$ cat src/hdl/ipc_pkg.sv
// ----------------------------------------------------------------------------
// ipc_pkg
// Types, character codes and verdict codes shared by the address text
// classifier and its IPv4 and IPv6 group checkers.
// ----------------------------------------------------------------------------
package ipc_pkg;

	typedef struct packed {
		logic [7:0] character;
		logic       has_char;
		logic       end_of_string;
	} item_t;

	localparam logic [1:0] VERDICT_V4   = 2'd0;
	localparam logic [1:0] VERDICT_V6   = 2'd1;
	localparam logic [1:0] VERDICT_NONE = 2'd2;

	localparam logic [7:0] CHAR_DOT   = 8'h2E;
	localparam logic [7:0] CHAR_COLON = 8'h3A;
	localparam logic [7:0] CHAR_0     = 8'h30;
	localparam logic [7:0] CHAR_9     = 8'h39;
	localparam logic [7:0] CHAR_LA    = 8'h61;
	localparam logic [7:0] CHAR_LF    = 8'h66;
	localparam logic [7:0] CHAR_UA    = 8'h41;
	localparam logic [7:0] CHAR_UF    = 8'h46;

	localparam logic [9:0] V4_MAX_VALUE  = 10'd255;
	localparam logic [9:0] V4_SAT_VALUE  = 10'd1023;
	localparam logic [2:0] V4_MAX_DIGITS = 3'd3;
	localparam logic [2:0] V4_LAST_GROUP = 3'd3;
	localparam logic [2:0] V6_MAX_DIGITS = 3'd4;
	localparam logic [3:0] V6_LAST_GROUP = 4'd7;
	localparam logic [2:0] DIGIT_SAT     = 3'd7;

	function automatic logic is_dec(input logic [7:0] c);
		return (c >= CHAR_0) && (c <= CHAR_9);
	endfunction

	function automatic logic is_hex(input logic [7:0] c);
		return is_dec(c) || ((c >= CHAR_LA) && (c <= CHAR_LF)) ||
			((c >= CHAR_UA) && (c <= CHAR_UF));
	endfunction

endpackage

$ cat src/hdl/ipc_v4_check.sv
// ----------------------------------------------------------------------------
// ipc_v4_check
// IPv4 group tracker: holds the dotted-decimal state and reports whether the
// string ending with the current transaction is a valid IPv4 address.
// ----------------------------------------------------------------------------
module ipc_v4_check
	import ipc_pkg::*;
(
	input  logic  clk,
	input  logic  arst_n,
	input  logic  step,
	input  item_t item,
	output logic  final_ok
);

	logic       alive_q;
	logic [2:0] group_count_q;
	logic [2:0] digit_count_q;
	logic [9:0] group_value_q;
	logic       first_zero_q;

	logic       alive_n;
	logic [2:0] group_count_n;
	logic [2:0] digit_count_n;
	logic [9:0] group_value_n;
	logic       first_zero_n;
	logic [13:0] product;
	logic       cur_ok;
	logic       next_ok;

	assign product = {4'd0, group_value_q} * 14'd10 + {10'd0, item.character[3:0]};

	assign cur_ok = (digit_count_q != 3'd0) && (digit_count_q <= V4_MAX_DIGITS) &&
		!(first_zero_q && (digit_count_q > 3'd1)) && (group_value_q <= V4_MAX_VALUE);

	always_comb begin
		alive_n       = alive_q;
		group_count_n = group_count_q;
		digit_count_n = digit_count_q;
		group_value_n = group_value_q;
		first_zero_n  = first_zero_q;
		if (item.has_char) begin
			if (is_dec(item.character)) begin
				if (digit_count_q == 3'd0)
					first_zero_n = (item.character == CHAR_0);
				group_value_n = (product > {4'd0, V4_SAT_VALUE}) ? V4_SAT_VALUE
					: product[9:0];
				if (digit_count_q < DIGIT_SAT)
					digit_count_n = digit_count_q + 3'd1;
			end else if (item.character == CHAR_DOT) begin
				if (!cur_ok || (group_count_q >= V4_LAST_GROUP))
					alive_n = 1'b0;
				else
					group_count_n = group_count_q + 3'd1;
				digit_count_n = 3'd0;
				group_value_n = 10'd0;
				first_zero_n  = 1'b0;
			end else begin
				alive_n = 1'b0;
			end
		end
	end

	assign next_ok = (digit_count_n != 3'd0) && (digit_count_n <= V4_MAX_DIGITS) &&
		!(first_zero_n && (digit_count_n > 3'd1)) && (group_value_n <= V4_MAX_VALUE);

	assign final_ok = alive_n && next_ok && (group_count_n == V4_LAST_GROUP);

	always_ff @(posedge clk or negedge arst_n) begin
		if (!arst_n) begin
			alive_q       <= 1'b1;
			group_count_q <= 3'd0;
			digit_count_q <= 3'd0;
			group_value_q <= 10'd0;
			first_zero_q  <= 1'b0;
		end else if (step) begin
			if (item.end_of_string) begin
				alive_q       <= 1'b1;
				group_count_q <= 3'd0;
				digit_count_q <= 3'd0;
				group_value_q <= 10'd0;
				first_zero_q  <= 1'b0;
			end else begin
				alive_q       <= alive_n;
				group_count_q <= group_count_n;
				digit_count_q <= digit_count_n;
				group_value_q <= group_value_n;
				first_zero_q  <= first_zero_n;
			end
		end
	end

endmodule

$ cat src/hdl/ipc_v6_check.sv
// ----------------------------------------------------------------------------
// ipc_v6_check
// IPv6 group tracker: holds the colon-hex state and reports whether the
// string ending with the current transaction is a valid full IPv6 address.
// ----------------------------------------------------------------------------
module ipc_v6_check
	import ipc_pkg::*;
(
	input  logic  clk,
	input  logic  arst_n,
	input  logic  step,
	input  item_t item,
	output logic  final_ok
);

	logic       alive_q;
	logic [3:0] group_count_q;
	logic [2:0] digit_count_q;

	logic       alive_n;
	logic [3:0] group_count_n;
	logic [2:0] digit_count_n;
	logic       cur_ok;

	assign cur_ok = (digit_count_q != 3'd0) && (digit_count_q <= V6_MAX_DIGITS);

	always_comb begin
		alive_n       = alive_q;
		group_count_n = group_count_q;
		digit_count_n = digit_count_q;
		if (item.has_char) begin
			if (is_hex(item.character)) begin
				if (digit_count_q < DIGIT_SAT)
					digit_count_n = digit_count_q + 3'd1;
			end else if (item.character == CHAR_COLON) begin
				if (!cur_ok || (group_count_q >= V6_LAST_GROUP))
					alive_n = 1'b0;
				else
					group_count_n = group_count_q + 4'd1;
				digit_count_n = 3'd0;
			end else begin
				alive_n = 1'b0;
			end
		end
	end

	assign final_ok = alive_n && (digit_count_n != 3'd0) &&
		(digit_count_n <= V6_MAX_DIGITS) && (group_count_n == V6_LAST_GROUP);

	always_ff @(posedge clk or negedge arst_n) begin
		if (!arst_n) begin
			alive_q       <= 1'b1;
			group_count_q <= 4'd0;
			digit_count_q <= 3'd0;
		end else if (step) begin
			if (item.end_of_string) begin
				alive_q       <= 1'b1;
				group_count_q <= 4'd0;
				digit_count_q <= 3'd0;
			end else begin
				alive_q       <= alive_n;
				group_count_q <= group_count_n;
				digit_count_q <= digit_count_n;
			end
		end
	end

endmodule

$ cat src/hdl/ip_address_text_classifier.sv
// A verdict appears on m_tvalid once the transaction that ends the string has
// passed through the input register and then the result register.
// Throughput: one character per cycle unless an end transaction waits; the state update is one pass of logic.
// An end transaction waits in the input register only while the result
// register still holds an untaken verdict.
// Reset (arst_n low) clears the valid bits of both registers and returns all checks to idle.
// ----------------------------------------------------------------------------
// ip_address_text_classifier
// Streams address text a byte at a time and classifies each string as IPv4,
// IPv6 or neither when the end marker arrives.
// ----------------------------------------------------------------------------
module ip_address_text_classifier
	import ipc_pkg::*;
(
	input  logic       clk,
	input  logic       arst_n,
	input  logic       s_tvalid,
	output logic       s_tready,
	input  logic [7:0] s_tdata,   // [7:0] character
	input  logic       s_tuser,   // [0] has_char
	input  logic       s_tlast,   // end_of_string
	output logic       m_tvalid,
	input  logic       m_tready,
	output logic [7:0] m_tdata    // [1:0] verdict, [7:2] zero
);

	logic       valid_s1;
	item_t      item_s1;
	logic       dot_seen_q;
	logic       m_valid_q;
	logic [1:0] verdict_q;

	logic       out_free;
	logic       advance;
	logic       dot_next;
	logic       v4_ok;
	logic       v6_ok;
	logic [1:0] verdict;

	assign out_free = !m_valid_q || m_tready;
	assign advance  = valid_s1 && (!item_s1.end_of_string || out_free);
	assign s_tready = !valid_s1 || advance;

	always_ff @(posedge clk or negedge arst_n) begin
		if (!arst_n) begin
			valid_s1 <= 1'b0;
		end else if (s_tvalid && s_tready) begin
			valid_s1 <= 1'b1;
		end else if (advance) begin
			valid_s1 <= 1'b0;
		end
	end

	always_ff @(posedge clk) begin
		if (s_tvalid && s_tready) begin
			item_s1.character     <= s_tdata;
			item_s1.has_char      <= s_tuser;
			item_s1.end_of_string <= s_tlast;
		end
	end

	ipc_v4_check u_v4 (
		.clk      (clk),
		.arst_n   (arst_n),
		.step     (advance),
		.item     (item_s1),
		.final_ok (v4_ok)
	);

	ipc_v6_check u_v6 (
		.clk      (clk),
		.arst_n   (arst_n),
		.step     (advance),
		.item     (item_s1),
		.final_ok (v6_ok)
	);

	assign dot_next = dot_seen_q || (item_s1.has_char && (item_s1.character == CHAR_DOT));

	// any dot hands the decision to the IPv4 check
	always_comb begin
		if (dot_next)
			verdict = v4_ok ? VERDICT_V4 : VERDICT_NONE;
		else
			verdict = v6_ok ? VERDICT_V6 : VERDICT_NONE;
	end

	always_ff @(posedge clk or negedge arst_n) begin
		if (!arst_n) begin
			dot_seen_q <= 1'b0;
		end else if (advance) begin
			dot_seen_q <= item_s1.end_of_string ? 1'b0 : dot_next;
		end
	end

	always_ff @(posedge clk or negedge arst_n) begin
		if (!arst_n) begin
			m_valid_q <= 1'b0;
		end else if (advance && item_s1.end_of_string) begin
			m_valid_q <= 1'b1;
		end else if (m_tready) begin
			m_valid_q <= 1'b0;
		end
	end

	always_ff @(posedge clk) begin
		if (advance && item_s1.end_of_string)
			verdict_q <= verdict;
	end

	assign m_tvalid = m_valid_q;
	assign m_tdata  = {6'd0, verdict_q};

endmodule
$ cat config.mk
export PLATFORM = sky130hd
export DESIGN_NAME = ip_address_text_classifier
export DESIGN_NICKNAME = d
export VERILOG_FILES = /design/src/hdl/ipc_pkg.sv /design/src/hdl/ipc_v4_check.sv /design/src/hdl/ipc_v6_check.sv /design/src/hdl/ip_address_text_classifier.sv
export SDC_FILE = /design/constraint.sdc
export NUM_CORES = 1
export LEC_CHECK = 0
export ABC_AREA = 1
export BUFFER_PORTS_ARGS = -buffer_cell sky130_fd_sc_hd__buf_2
export CORE_MARGIN = 4
export CORE_UTILIZATION = 34
export CTS_CLUSTER_DIAMETER = 120
export DETAILED_ROUTE_END_ITERATION = 6
export PLACE_DENSITY_LB_ADDON = 0.12
export SYNTH_ARGS = -nofsm -noshare
export SYNTH_HDL_FRONTEND = slang
export SYNTH_SLANG_ARGS = --single-unit
$ cat constraint.sdc
create_clock -name clk -period 5.8 [get_ports clk]
set_clock_uncertainty 0.2 [all_clocks]
set_input_delay 0.29 -clock clk [delete_from_list [all_inputs] [get_ports clk]]
set_output_delay 0.29 -clock clk [all_outputs]
set_load 0.01 [all_outputs]
After elaboration in Yosys (flattened, before gate mapping)
Cells that the tools add are included.
{"block": "totals", "elab_cells": 136, "input_bits": 14, "regBits": 41}
{"block": "classes", "mux": 48, "n_addsub": 5, "order_cmp": 19, "reduce_logical": 43, "eq_ne": 5, "n_mul": 1}
{"cell": "$mux 10", "count": 5}
{"cell": "$mux 3", "count": 15}
{"cell": "$eq 8x6->1 const B", "count": 3}
{"cell": "$logic_and 1x1->1", "count": 21}
{"cell": "$le 10x8->1 const B", "count": 2}
{"cell": "$mux 1", "count": 20}
{"cell": "$mux 4", "count": 5}
{"cell": "$ge 8x7->1 const B", "count": 2}
{"cell": "$le 8x7->1 const B", "count": 2}
{"cell": "$add 14x4->14", "count": 1}
{"cell": "$gt 14x10->1 const B", "count": 1}
{"cell": "$mul 10x3->13 const B", "count": 1}
{"cell": "$reduce_bool 3->1", "count": 4}
{"cell": "$add 3x1->3 const B", "count": 3}
{"cell": "$ge 8x6->1 const B", "count": 1}
{"cell": "$le 8x6->1 const B", "count": 1}
{"cell": "$logic_or 1x1->1", "count": 8}
{"cell": "$logic_not 1->1", "count": 7}
{"cell": "$gt 3x1->1 const B", "count": 2}
{"cell": "$le 3x2->1 const B", "count": 2}
{"cell": "$le 3x3->1 const B", "count": 2}
{"cell": "$lt 3x3->1 const B", "count": 2}
{"cell": "$mux 2", "count": 3}
{"cell": "$add 4x1->4 const B", "count": 1}
{"cell": "other kinds (6)", "count": 7}

Depth between registers and ports, before layout
Gate-level depths: netlist of run 1.
{"block": "logic_depth", "ltp_word": 15, "mapped_depth": 20, "mapped_depth_nobuf": 20}

Hierarchy
A second synthesis of run 1 with hierarchy kept.
{"block": "unflattened", "cells_unflattened": 513, "hier_area_um2": 3507.1}
{"mod": "ipc_v4_check", "area_per_inst_um2": 2110.8, "n_inst": 1, "seq_area_each_um2": 451.7, "cells_per_inst": 337}
{"mod": "ipc_v6_check", "area_per_inst_um2": 768.2, "n_inst": 1, "seq_area_each_um2": 201.4, "cells_per_inst": 119}
{"mod": "ip_address_text_classifier", "area_per_inst_um2": 628.1, "n_inst": 1, "seq_area_each_um2": 435.4, "cells_per_inst": 57}

Worst setup path after synthesis of run 1
OpenSTA, ideal clock, no wires.
{"block": "synth_timing", "path_type": "register to register", "startpoint": "register u_v4.group_value_q[1]", "endpoint": "register verdict_q[1] (data pin)", "arrival_time_ns": 2.563, "period_less_slack_ns": 3.018, "setup_ns": 0.255, "path_stages_with_launch": 19, "slack_ns": 2.782, "cell_sequence": "dfrtp_1 > ha_1 > ha_1 > inv_1 > fa_1 > nor2_1 > nand3_1 > nand2_1 > nand2_1 > nor2_2 > nand3_1 > nand2_1 > nand2_2 > nor2_4 > nand4_1 > nand2_1 > nand2_1 > nor2_1 > nor2_1"}
{"block": "synth_between", "elab_chain_cells": 12, "elab_cells_between_ends": 26, "cone_classes": "add/sub (1); mul (1); order compare (3); eq/ne (1); mux (14); reduce/logical (6)"}
{"element": "start, declared", "line": "ipc_v4_check.sv:19", "text": "logic [9:0] group_value_q;"}
{"element": "start signal, assigned", "line": "ipc_v4_check.sv:87", "text": "group_value_q <= group_value_n;"}
{"element": "$mul 10x3->13 or $le 10x8->1 (tied branches)", "line": "ipc_v4_check.sv:31, ipc_v4_check.sv:34"}
{"element": "$add 14x4->14 or $logic_and 1x1->1 (tied branches)", "line": "ipc_v4_check.sv:31, ipc_v4_check.sv:34"}
{"element": "$gt 14x10->1 or $logic_not 1->1 (tied branches)", "line": "ipc_v4_check.sv:46, ipc_v4_check.sv:51"}
{"element": "$mux 10 or $logic_or 1x1->1 (tied branches)", "line": "ipc_v4_check.sv:46, ipc_v4_check.sv:51"}
{"element": "$mux 10, or another cell as far along", "line": "ipc_v4_check.sv:43", "text": "if (is_dec(item.character)) begin"}
{"element": "$mux 10, or another cell as far along", "line": "ipc_v4_check.sv:42", "text": "if (item.has_char) begin"}
{"element": "$le 10x8->1, or another cell as far along", "line": "ipc_v4_check.sv:65", "text": "!(first_zero_n && (digit_count_n > 3'd1)) && (group_value_n <= V4_MAX_VALUE);"}
{"element": "$logic_and 1x1->1, or another cell as far along", "line": "ipc_v4_check.sv:65"}
{"element": "$logic_and 1x1->1 or $eq 3x2->1 (tied branches)", "line": "ipc_v4_check.sv:67", "text": "assign final_ok = alive_n && next_ok && (group_count_n == V4_LAST_GROUP);"}
{"element": "$logic_and 1x1->1 *", "line": "ipc_v4_check.sv:67"}
{"element": "$mux 2 *", "line": "ip_address_text_classifier.sv:83", "text": "verdict = v4_ok ? VERDICT_V4 : VERDICT_NONE;"}
{"element": "$mux 2 *", "line": "ip_address_text_classifier.sv:82", "text": "if (dot_next)"}
{"element": "named net verdict[1]", "line": "ip_address_text_classifier.sv:38", "text": "logic [1:0] verdict;"}
{"element": "end signal, assigned", "line": "ip_address_text_classifier.sv:108", "text": "verdict_q <= verdict;"}
{"element": "end, declared", "line": "ip_address_text_classifier.sv:31", "text": "logic [1:0] verdict_q;"}
The timed path passes the listed nets; every way through them passes the cells marked *.
A chain may end at the register's enable or synchronous reset.

Worst setup path in the final report of run 1
Same ends and word-level chain as after synthesis.

==> results of run 1 <==
==> cell families after synthesis <==
logic type | after synthesis
simple gates | 234
xor+xnor | 8
other cells | 1
buf+inv | 81
fa+ha+maj | 29
flops | 41
compound gates | 66
==> final timing paths <==
kind,from,depth (start not counted),slack [ps],to
worst max-delay path,u_v4.group_value_q[1],18,2550,verdict_q[1]
min in group asynchronous,arst_n,2,370,u_v4.digit_count_q[1]
worst min register to register,u_v6.alive_q,2,310,u_v6.alive_q
worst min-delay path,s_tvalid,3,30,valid_s1
max in group asynchronous,arst_n,2,4570,u_v4.group_value_q[3]
worst max register to register,u_v4.group_value_q[1],18,2550,verdict_q[1]
==> sequential cells by signal (all words and copies together), names as in the netlist <==
register            count
m_tvalid                1
valid_s1                1
u_v4.digit_count_q      3
item_s1                10
u_v6.group_count_q      4
u_v4.group_value_q     10
u_v6.digit_count_q      3
u_v4.alive_q            1
dot_seen_q              1
u_v4.first_zero_q       1
u_v6.alive_q            1
verdict_q               2
u_v4.group_count_q      3
==> tightest hold or removal path: stages <==
cell     delay [ps]
buf_2            80
nand2_1          60
nand2_1          60
==> power by group through the flow <==
| stage | clock network, mW | logic, mW | registers, mW |
|---|---|---|---|
| final | 0.226 | 0.118 | 0.330 |
| after global routing | 0.250 | 0.135 | 0.332 |
| after CTS | 0.236 | 0.120 | 0.330 |
| after detailed placement | 0 | 0.114 | 0.336 |
| after global placement | 0 | 0.113 | 0.335 |
| after floorplan | 0 | 0.0877 | 0.331 |
==> routing by layer <==
metal,share of wire [%],routed length (um),vias to the layer above
met1,48,3632,1355
met5,0,0,-
met2,47,3588,58
met4,1.5,115,0
li1,-,-,1534
met3,3.5,270,11
==> Yosys cell counts, types with 4 or more instances <==
cell type  number
nor2_2          4
ha_1           27
clkbuf_1        4
nand3_1        26
o21ai_0        16
a21oi_1        22
o21ai_1         4
nor2_1         31
inv_1          67
xor2_1          5
nand2_1       142
buf_4           6
o22ai_1         8
edfxtp_1       12
dfrtp_1        27
o21ai_2         7
nand4_1         8
nor3_1          4
==> placed cells by master, fill, tap and decap left out, types with 6 or more instances in the layout <==
cell	netlist	final
a21oi_1	22	22
buf_2	0	17
conb_1	1	6
dfrtp_1	27	27
dlygate4sd3_1	0	11
edfxtp_1	12	12
ha_1	27	27
inv_1	67	67
nand2_1	142	142
nand3_1	26	26
nand4_1	8	8
nor2_1	31	31
o21ai_0	16	16
o21ai_2	7	7
o22ai_1	8	8
==> area by class of cell <==
cell class / count / area [um2] / share of cell area [%]
timing repair buffer: 28 / 195.2 / 5.245
clock buffer: 6 / 72.57 / 1.950
tap: 129 / 161.4 / 4.338
sequential: 41 / 1089 / 29.25
multi-input combinational: 343 / 1909 / 51.31
clock inverter: 2 / 35.03 / 0.9415
inverter: 69 / 259.0 / 6.960
==> results.txt, run 1 <==
Status -> complete, no violations
Vias in the first global route -> 2808
Die Width -> 106.8 um
Met1 Track Usage GR -> 18.93%
Critical Path Sink Type -> flip-flop
Final Hold Viols -> 0
Port bufs -> 17
Overall Power -> 674.2 uW
Maxcap violations -> 0
Xor/xnor cell area share of the yosys netlist -> 2.112%
Final std cells w/o fill -> 618
Primary FF master, synth -> dfrtp_1
Syn_area_per_cell -> 7.211 um2
TritonCTS clock tree -> yes
DR vias/cell -> 4.786
Worst Path Buf+Inv -> 1
Drc violations -> 0
Die ar. -> 0.01140 mm2
TritonCTS buffer count -> 5
Initial DRC count -> 129
CTS max path bufs -> 2
H-tree Lvls -> 2
Setup violations, final -> 0
Clock slew at reported path FFs -> 80 ps
Post-Route WL -> 7.607 mm
Fillers -> 1000
Antenna violations before repair -> 0
Count of cell types in the netlist -> 44
Root Buffer -> clkbuf_8
Total GRT Usage -> 14.11%
Initial Util -> 35.39%
Sw Pwr -> 189.4 uW
GR Layer Usage met3 -> 1.866%
Die height -> 106.8 um
Slew Viols, Final -> 0
Simple-gate portion of the synthesized area -> 31.54%
Number of synthesized flops with an enable pin -> 12
Logic pwr share -> 17.5%
Pin count of the biggest net entering global routing -> 30
Biggest area consumer among synthesized cells -> dfrtp_1
Ant diodes -> 0
Cell Rows -> 35
Crit path cell chain -> ha_1 -> ha_1 -> inv_1 -> fa_1 -> nor2_1 -> nand3_1 -> nand2_1 -> nand2_1 -> nor2_2 -> nand3_1 -> nand2_1 -> nand2_2 -> nor2_4 -> nand4_1 -> nand2_1 -> nand2_1 -> nor2_1 -> nor2_1
Worst vdd ir -> 0.0001122 V
Share of post-route cells with drive strength above 1 -> 11.45%
Hold buffers post-CTS -> 11
Synth warnings -> 0
Core area -> 0.009371 mm2
Nets@finish -> 531
Multiplexer share of the synthesized area -> 0%
DP Worst Slack -> 2539 ps
Fin area -> 0.003721 mm2
Actual slew at the worst max-slew pin -> 759.9 ps
Fmax -> 307.9 MHz
Seq pwr share -> 48.9%
CP peak stage delay -> 440 ps
Slew margin rel. -> 49.16%
Asr flop ratio synth -> 70.73%
Routed len/inst -> 12.31 um
Crit path max fanout -> 5
Detailed-route via count -> 2958
Ranking of synthesized cells by area -> dfrtp_1, nand2_1, edfxtp_1
Sw frac -> 28.09%
Crit-path most repeated cell -> nand2_1
Number of routed nets with antenna violations -> 0
Synth Area in Compound Gates -> 11.84%
I/O Pins -> 24
Cts repair resizes -> 0
Cell Pwr Density -> 181.2 mW/mm2
Register area share after synthesis -> 32.82%
Part of the power in the clock network -> 33.6%
CP Class -> flip-flop to flip-flop
CP required -> 5650 ps
RePlAce Congestion -> 0.8174
WP data arrival -> 3090 ps
Met2 usage -> 24.01%
HP Class -> primary input to flip-flop
TritonRoute pass-1 iters -> 4
Period utilization -> 55.99%
Internal -> 484.9 uW
Busiest grt layer -> met2
Dpl hpwl -> 5.827 mm
Setup TNS -> 0 ps
Synthesized area -> 0.003317 mm2
Min cycle time layout -> 3248 ps
Worst setup margin -> 2552 ps
Crit path launch type -> flip-flop
Clock sinks -> 41
Adder-Cell Fraction of Synth Area -> 11.39%
Yosys reg bits -> 41
DP Area -> 0.003503 mm2
Placed Cells -> 599
Slowest-stage cell, CP -> dfrtp_1
Area growth from synthesis to layout -> 12.18%
Largest family of logic cells by synthesized area -> simple AND/OR/NAND/NOR gates
First-pass GRT wire length -> 13.12 mm
Family with the most delay on the worst path -> simple AND/OR/NAND/NOR gates
Worst hold margin -> 25.72 ps
Post-synth top area share -> 20.37%
Worst-Skew Late Latency -> 290 ps
Core Util, Final -> 39.71%
Post-CTS Setup Repair Bufs -> 0
Leak -> 1.933 nW
Synth Instances -> 460
RSZ-0062 raised after global routing -> no
GRT overflow -> 0
Power figures use the tool's default switching activity.
==> run 2, diff against run 1 <==
Settings changed: ABC_AREA 1 to 0.
Clock period 5.8 ns to 2.7 ns, I/O delays scaled along.
==> run 2 against run 1 <==
The run now ends with setup timing left. Setup slack worse by 3100 ps. Register-to-register slack worse by 3100 ps. Critical path depth down 8. Non-clock buffer count up 61. Fmax down 0.66%. Critical path type unchanged. Critical endpoint is now u_v4.group_value_q[4]. Largest cell class unchanged.
==> results.txt, run 2 <==
Overall Power -> 1.450 mW (+120%)
Synth warnings -> 0 (unchanged)
DP Area -> 0.003712 mm2 (+6.0%)
Final std cells w/o fill -> 525 (-15%)
HP Class -> primary input to async pin
Syn_area_per_cell -> 9.455 um2 (+31%)
Fmax -> 305.9 MHz (-0.66%)
Root Buffer -> clkbuf_8
Most frequent cell after synthesis -> nand2_1
Post-synth top area share -> 21.85% (+1.5 points)
Port bufs -> 17 (unchanged)
Crit-path most repeated cell -> ha_4
Biggest area consumer among synthesized cells -> dfrtp_1
WP data arrival -> 3230 ps (+140 ps)
Cell Rows -> 34 (-2.9%)
Placed Cells -> 500 (-17%)
Clock slew at reported path FFs -> 90 ps (about the same)
Count of cell types in the netlist -> 69 (+57%)
Commonest cells after routing, fill and taps aside -> buf_4, nand2_1, dfrtp_1
Fillers -> 865 (-14%)
Post-Route WL -> 8.264 mm (+8.6%)
DR vias/cell -> 5.274 (+10%)
Die ar. -> 0.01068 mm2 (-6.3%)
TritonCTS buffer count -> 5 (unchanged)
Period utilization -> 121.1% (+65 points)
Footprint of the multi-input gates -> 0.002062 mm2 (+8.0%)
Leak -> 1.776 nW (-8.1%)
Failing checks -> setup timing
Commonest non-fill, non-tap cell in the layout -> buf_4
Crit. Startpoint -> u_v4.group_value_q[3]
Detailed-route via count -> 2769 (-6.4%)
Status -> complete, but fails checks
CP peak stage delay -> 450 ps (about the same)
Die height -> 103.4 um (-3.2%)
Cell Pwr Density -> 354.1 mW/mm2 (+95%)
Nets@finish -> 459 (-14%)
Crit path max fanout -> 5 (unchanged)
FF/Latch Area -> 0.001091 mm2 (+0.23%)
CTS max path bufs -> 2 (unchanged)
CP required -> 2660 ps (-2990 ps)
Slew Viols, Final -> 0 (unchanged)
Min cycle time layout -> 3269 ps (+21.43 ps)
First-pass GRT wire length -> 13.82 mm (+5.4%)
Core area -> 0.008806 mm2 (-6.0%)
Area growth from synthesis to layout -> 32.46%
Initial Util -> 35.11% (-0.28 points)
Synthesized area -> 0.003092 mm2 (-6.8%)
Vias in the first global route -> 2812 (+0.14%)
Routed len/inst -> 15.74 um (+28%)
RR Startpoint -> u_v4.group_value_q[3]
Number of routed nets with antenna violations -> 0 (unchanged)
GRT overflow -> 0 (unchanged)
Worst vdd ir -> 0.0001623 V (+45%)
Share of post-route cells with drive strength above 1 -> 29.50% (+18 points)
Dpl hpwl -> 6.158 mm (+5.7%)
Actual slew at the worst max-slew pin -> 778.1 ps (+18.22 ps)
Slowest-stage cell, CP -> fa_2
I/O Pins -> 24 (unchanged)
RePlAce Congestion -> 0.8364 (+2.3%)
Slew margin rel. -> 47.94% (-1.2 points)
Clock sinks -> 41 (unchanged)
Synth Instances -> 327 (-29%)
Fin area -> 0.004095 mm2 (+10%)
TritonRoute pass-1 iters -> 4 (unchanged)
Pin count of the biggest net entering global routing -> 30 (unchanged)
Die Width -> 103.4 um (-3.2%)
Setup violations, final -> 11 (+11)
Commonest cells post-synth -> nand2_1, dfrtp_1, ha_1, a21oi_1
Yosys reg bits -> 41 (unchanged)
Crit path cell chain -> ha_4 -> ha_4 -> inv_2 -> fa_2 -> nand3b_1 -> a2111oi_4 -> and4b_2 -> mux2i_2 -> o311ai_1 -> nand3_1
Final Hold Viols -> 0 (unchanged)
Ranking of synthesized cells by area -> dfrtp_1, edfxtp_1, ha_1
Primary FF master, synth -> dfrtp_1
TritonCTS clock tree -> yes
Critical Path Sink Type -> flip-flop
Ant diodes -> 0 (unchanged)
Largest registers -> item_s1 (10), u_v4.group_value_q (10), u_v6.group_count_q (4)
Setup TNS -> -5422 ps (-5422 ps)
Register area share after synthesis -> 35.21% (+2.4 points)
Total GRT Usage -> 16.39% (+2.3 points)
Worst setup margin -> -569.0 ps (-3121 ps)
Initial DRC count -> 70 (-46%)
Number of synthesized flops with an enable pin -> 12 (unchanged)
Antenna violations before repair -> 0 (unchanged)
H-tree Lvls -> 2 (unchanged)
Maxcap violations -> 0 (unchanged)
Asr flop ratio synth -> 70.73% (unchanged)
RSZ-0062 raised after global routing -> yes
Worst-Skew Late Latency -> 290 ps (about the same)
Drc violations -> 0 (unchanged)
CP Class -> flip-flop to flip-flop
Crit path launch type -> flip-flop
Core Util, Final -> 46.50% (+6.8 points)
==> run 2: cell count changes in the layout (fill, tap and decap cells not counted), sizes merged, moves of 8 or more <==
cell | before | now
buf | 17 | 75
inv | 69 | 17
nand2 | 145 | 29
nand3 | 30 | 13
nor2 | 38 | 14
o31ai | 1 | 9
==> run 2: worst paths after layout <==
path / depth (start not counted) / endpoint / slack (ps)
min in group clk: 2 / u_v6.alive_q / 290
hold reg to reg: 2 / u_v6.alive_q / 290
max in group asynchronous: 2 / u_v4.group_value_q[1] / 1560
setup / recovery: 10 / u_v4.group_value_q[4] / -570
setup reg to reg: 10 / u_v4.group_value_q[4] / -570
hold / removal: 2 / u_v4.digit_count_q[0] / 240
==> run 2: layout make-up <==
cell class	instances	share of cell area (%)
tap	108	3.300
sequential	41	26.64
clock inverter	2	0.2444
multi-input combinational	262	50.35
inverter	17	1.558
timing repair buffer	89	16.13
clock buffer	6	1.772
==> run 2: kinds of logic (layout without fill, tap and decap cells) <==
group,count (synthesis),count (layout),synth area share [%]
other cells,1,6,0.1213
mux,4,5,1.457
compound gates,95,95,21.94
flops,41,41,35.21
simple gates,118,118,21.89
buf+inv,30,114,4.613
xor+xnor,9,9,2.550
fa+ha+maj,29,29,12.22
==> run 2: layer usage <==
metal / global-route usage (%) / part of all wire [%] / up-vias
li1: - / - / 1405
met1: 21.28 / 47 / 1330
met2: 29.22 / 50 / 25
met3: 1.207 / 1.1 / 9
met4: 4.482 / 1.4 / 0
met5: 0 / 0 / -
==> run 2: critical path, delay by kind of cell (launching register included) <==
family / cells / cell delay, ps
AOI/OAI and AO/OA: 2 / 740
adders and majority gates: 3 / 860
buffers and inverters: 1 / 50
DFF: 1 / 420
muxes: 1 / 140
and+or+nand+nor: 3 / 740
==> run 2: stage by stage <==
stage	hold slack, ps	worst slack (ps)
floorplan	-360.6	-576.0
global placement	37.59	-700.2
detailed placement	45.25	-702.5
CTS	256.5	-554.0
global route	296.7	-663.8
finish	240.3	-569.0
==> run 2: repair_timing <==
action / CTS / global route
hold buffers: 14 / 0
endpoints found under the hold margin: 39 / 0
buffers inserted: 1 / 1
cloned: 1 / 0
resized for setup: 13 / 15
pin swaps: 5 / 4
setup endpoints to repair: 11 / 12
==> run 2: where the power goes <==
group / internal, mW / total [mW] / leakage, nW / switching, mW
clock: 0.180 / 0.396 / 0.0450 / 0.217
combinational: 0.160 / 0.343 / 1.23 / 0.183
sequential: 0.681 / 0.712 / 0.500 / 0.0304
